`config.mk`:
```
export PLATFORM = sky130hd
export DESIGN_NAME = tos_node_table
export DESIGN_NICKNAME = d
export VERILOG_FILES = /design/src/sv/tos_pkg.sv /design/src/sv/tos_node_table.sv
export SDC_FILE = /design/constraint.sdc
export NUM_CORES = 2
export LEC_CHECK = 0
export BUFFER_PORTS_ARGS = -buffer_cell sky130_fd_sc_hd__buf_2
export CORE_MARGIN = 4
export CORE_UTILIZATION = 67
export DETAILED_ROUTE_END_ITERATION = 16
export GPL_TIMING_DRIVEN = 0
export PLACE_DENSITY = 0.87
export RECOVER_POWER = 25
export SLEW_MARGIN = 20
export SYNTH_ARGS = -nofsm -noshare
export SYNTH_HDL_FRONTEND = slang
export SYNTH_SLANG_ARGS = --single-unit
```
`constraint.sdc`:
```
create_clock -name clk -period 19.2 [get_ports clk]
set_clock_uncertainty 0.15 [all_clocks]
set_input_delay 3.84 -clock clk [delete_from_list [all_inputs] [get_ports clk]]
set_output_delay 3.84 -clock clk [all_outputs]
set_load 0.01 [all_outputs]
```
`src/sv/tos_pkg.sv`:
```
// ----------------------------------------------------------------------------
// Topological order scheduler package
// Shared sizes, codes, sequencer states and the node table request/response.
// ----------------------------------------------------------------------------
package tos_pkg;

  localparam int MAX_NODES    = 32;
  localparam int KEY_BITS     = 64;
  localparam int SLOT_W       = $clog2(MAX_NODES);
  localparam int CNT_W        = $clog2(MAX_NODES + 1);
  localparam int KEY_FIELD_W  = 64;
  localparam int SLOT_FIELD_W = 5;
  localparam int STATUS_W     = 3;

  typedef logic [KEY_BITS-1:0] key_t;
  typedef logic [SLOT_W-1:0]   slot_t;
  typedef logic [CNT_W-1:0]    cnt_t;

  typedef enum logic [STATUS_W-1:0] {
    STAT_OK      = 3'd0,
    STAT_FULL    = 3'd1,
    STAT_DUP     = 3'd2,
    STAT_UNKNOWN = 3'd3,
    STAT_EMPTY   = 3'd4,
    STAT_CYCLE   = 3'd5
  } status_t;

  typedef enum logic {
    OP_ADD = 1'b0,
    OP_RUN = 1'b1
  } op_t;

  typedef enum logic [2:0] {
    ST_IDLE,
    ST_ADD_SCAN,
    ST_RS_NEXT,
    ST_RS_PKEY,
    ST_RS_SCAN,
    ST_EM_SCAN,
    ST_REPORT
  } state_t;

  // Requests from the sequencer to the node table
  typedef struct packed {
    logic  wr_en;
    slot_t wr_slot;
    key_t  wr_key;
    key_t  wr_pred;
    slot_t key_rd_slot;
    slot_t pred_rd_slot;
    key_t  ref_key;
  } tbl_req_t;

  // Registered read data and the shared comparator results
  typedef struct packed {
    key_t rd_key;
    key_t rd_pred;
    logic key_eq;
    logic key_lt;
  } tbl_rsp_t;

  // Map a slot number onto the result field, dropping or padding upper bits
  function automatic logic [SLOT_FIELD_W-1:0] slot_field(slot_t s);
    logic [63:0] w;
    w = 64'(s);
    return w[SLOT_FIELD_W-1:0];
  endfunction

endpackage

```
`src/sv/tos_node_table.sv`:
```
// ----------------------------------------------------------------------------
// Node table
// Key and predecessor key memories with registered reads, plus the single
// key comparator shared by the duplicate, resolve and minimum scans.
// ----------------------------------------------------------------------------
module tos_node_table (
  input  logic               clk,
  input  tos_pkg::tbl_req_t  req,
  output tos_pkg::tbl_rsp_t  rsp
);

  tos_pkg::key_t key_mem  [tos_pkg::MAX_NODES];
  tos_pkg::key_t pred_mem [tos_pkg::MAX_NODES];
  tos_pkg::key_t rd_key_r;
  tos_pkg::key_t rd_pred_r;

  always_ff @(posedge clk) begin
    if (req.wr_en) begin
      key_mem[req.wr_slot]  <= req.wr_key;
      pred_mem[req.wr_slot] <= req.wr_pred;
    end
    rd_key_r  <= key_mem[req.key_rd_slot];
    rd_pred_r <= pred_mem[req.pred_rd_slot];
  end

  // Compare the key read last cycle against the reference key
  assign rsp.rd_key  = rd_key_r;
  assign rsp.rd_pred = rd_pred_r;
  assign rsp.key_eq  = (rd_key_r == req.ref_key);
  assign rsp.key_lt  = (rd_key_r < req.ref_key);

endmodule

```
==> flow_summary.toml <==
[status]
status = "finished, violations left"
violations = "max-capacitance violations, max-slew violations"

[grt]
grt_pass1_vias = 87220
grt_util_all_layers_pct = 45.47
top_usage_layer = "met2"
grt_max_degree = 33
antenna_found_initial = 68
use_met3_pct = 12.17
grt_first_pass_wirelength_mm = 741.8
grt_overflow = 0
use_met2_pct = 72.43
grtUsageMet1_pct = 53.20

[logic_synthesis]
synthDistinctLibCells = 31
yosysTopAreaCell = "edfxtp_1"
synth_edf_count = 4096
synth_flop_cell = "edfxtp_1"
yosysMostFrequentCell = "edfxtp_1"
yosys-top-cells-count = "4096 x edfxtp_1, 1280 x mux4_2, 161 x clkbuf_1"
synth_warnings = 0
synth_top_area_share_pct = 77.35
ys_seq_area_share_pct = 78.96
syn_area_sq_mm = 0.1590
async_reset_ff_share_pct = 0
synth_nets = 6480
synthCells = 6207
synth.avg_cell_area_sq_um = 25.62
ys_seq_elements = 4224
ys_top_cells_by_area = "edfxtp_1 77%, mux4_2 18%, dfxtp_1 1.6%"

[clock_tree]
cts-hold-fix-buffers = 0
clkTransAtPathRegs_ps = 60
insertion_delay_ps = 1000
clockBufferDepth = 4
cts_inserted_buffers = 406
cts.sinks = 4224
post_cts_buffers = 0
clockRootBuffer = "clkbuf_16"
cts_resized = 0
cts_tree = "done"
htree_levels = 5

[detailed_routing]
first_iter_violations = 18010
wl_mm = 548.8
vias = 87180
dr.pass1.iters = 8
drcViolationCount = 0
wl_per_cell_microns = 50.96
vias_per_cell = 8.095
postRouteAntennaNets = 0

[placed_design]
io_buffers = 328
post-dp-hpwl_mm = 308.8
dp_cells = 9982
dpl_cell_area_sq_mm = 0.1717
gp_congestion = 0.7799

[worst_setup_path]
critPathRequiredTime_ps = 15210
worst-setup-path-type = "in -> out"
cp-end-kind = "output pin"
arrival_ps = 7620
worst_setup_path_start_kind = "primary input"
worstPathMaxFanout = 2

[final_layout]
area_growth_pct = 16.19
fin_nets = 7514
final_area_sq_mm = 0.1848
layout-drive-gt1-share_pct = 36.01
postLayoutCoreUtil_pct = 78.41
layoutNonFillerInstCount = 10770

[floorplanning]
initial_core_util_pct = 67.48
num_rows = 178
io_pins = 339
die_w_microns = 495.2
dieArea_sq_mm = 0.2452
coreArea_sq_mm = 0.2356
die_h_microns = 495.2

[timing]
hold_viol_final = 0
setup_viol = 0
relSlewSlack_pct = -0.8842
max_freq_mhz = 86.16
min_period_ps = 11610
rsz0062_at_grt = "no"
finalCritPeriodShare_pct = 60.45
tightestPinTransition_ps = 1513
slew_violations = 66

[power_and_ir_drop]
irDropWorstVdd_mv = 0.1418
p_total_mw = 19.71
cellLeakagePower_nw = 58.82
power_density_mw_per_mm2 = 106.7

[flow_run]
drv_cap = 3

[min_path]
hold_path_class = "reg -> reg"
flip-flops by register name (all words and copies together), names as in the netlist:
name,count
key_mem,2048
pred_mem,2048
rd_key_r,64
rd_pred_r,64
power breakdown:
group	internal, mW	switching (mW)
combinational	0.451	0.715
clock	4.55	3.65
sequential	10.3	0.0945
total	15.3	4.46
routing by layer:
layer	vias to the layer above	share of wire (%)	routed length (microns)
met1	43680	27	149200
met5	-	0.055	302
met4	38	11	59050
met3	3086	14	76120
met2	11200	48	264200
li1	29180	-	-
path summary, 6_finish.rpt:
| kind | start | end | slack (ps) | cells past startpoint |
|---|---|---|---|---|
| setup reg to reg | key_mem[31][39] | rd_key_r[39] | 16890 | 3 |
| hold / removal | pred_mem[30][1] | rd_pred_r[1] | 770 | 3 |
| setup / recovery | req[15] | rsp[0] | 7590 | 10 |
| hold reg to reg | pred_mem[30][1] | rd_pred_r[1] | 770 | 3 |
cell type report:
cell class                      instances  area (sq um)
Clock inverter                        185          1866
Buffer                                299          1463
Sequential cell                      4224        125600
Timing Repair Buffer                  626          8342
Fill cell                           10150         50870
Antenna cell                           55         137.6
Tap cell                             3150          3941
Multi-Input combinational cell       1619         32070
Inverter                               65         244.0
Clock buffer                          546         11130
metrics by stage:
stage	setup TNS [ps]	worst slack, ps	hold WS (ps)
3_3_place_gp	-100140	-469.4	728.1
6_report	0	7594	765.8
4_1_cts	0	7950	759.1
2_1_floorplan	0	8611	715.2
3_5_place_dp	0	8059	738.9
5_1_grt	0	7780	789.0
logic make-up after synthesis:
group,count (synthesis),synth area share (%)
flops,4224,78.96
mux,1408,19.04
buf+inv,364,1.020
simple gates,101,0.3045
fa+ha+maj,64,0.5036
compound gates,46,0.1715
cell usage in the layout, fill, tap and decap left out, types with 36 or more instances in the layout:
master	count
buf_16	119
clkinv_2	59
clkbuf_16	412
clkbuf_2	64
edfxtp_1	4096
clkbuf_1	296
mux2_2	128
mux4_2	1280
diode_2	55
dfxtp_1	128
inv_1	65
buf_12	173
buf_2	319
clkinv_1	63
bufinv_16	36
ha_1	64
worst max-delay path, cell delays in order:
cell and delay (ps):
buf_2 190, inv_1 100, ha_1 630, nand4_1 650
nor2_1 910, nand2_1 260, a21oi_1 540, nor3_1 100
o211a_1 230, buf_2 140
Power figures use the tool's default switching activity.
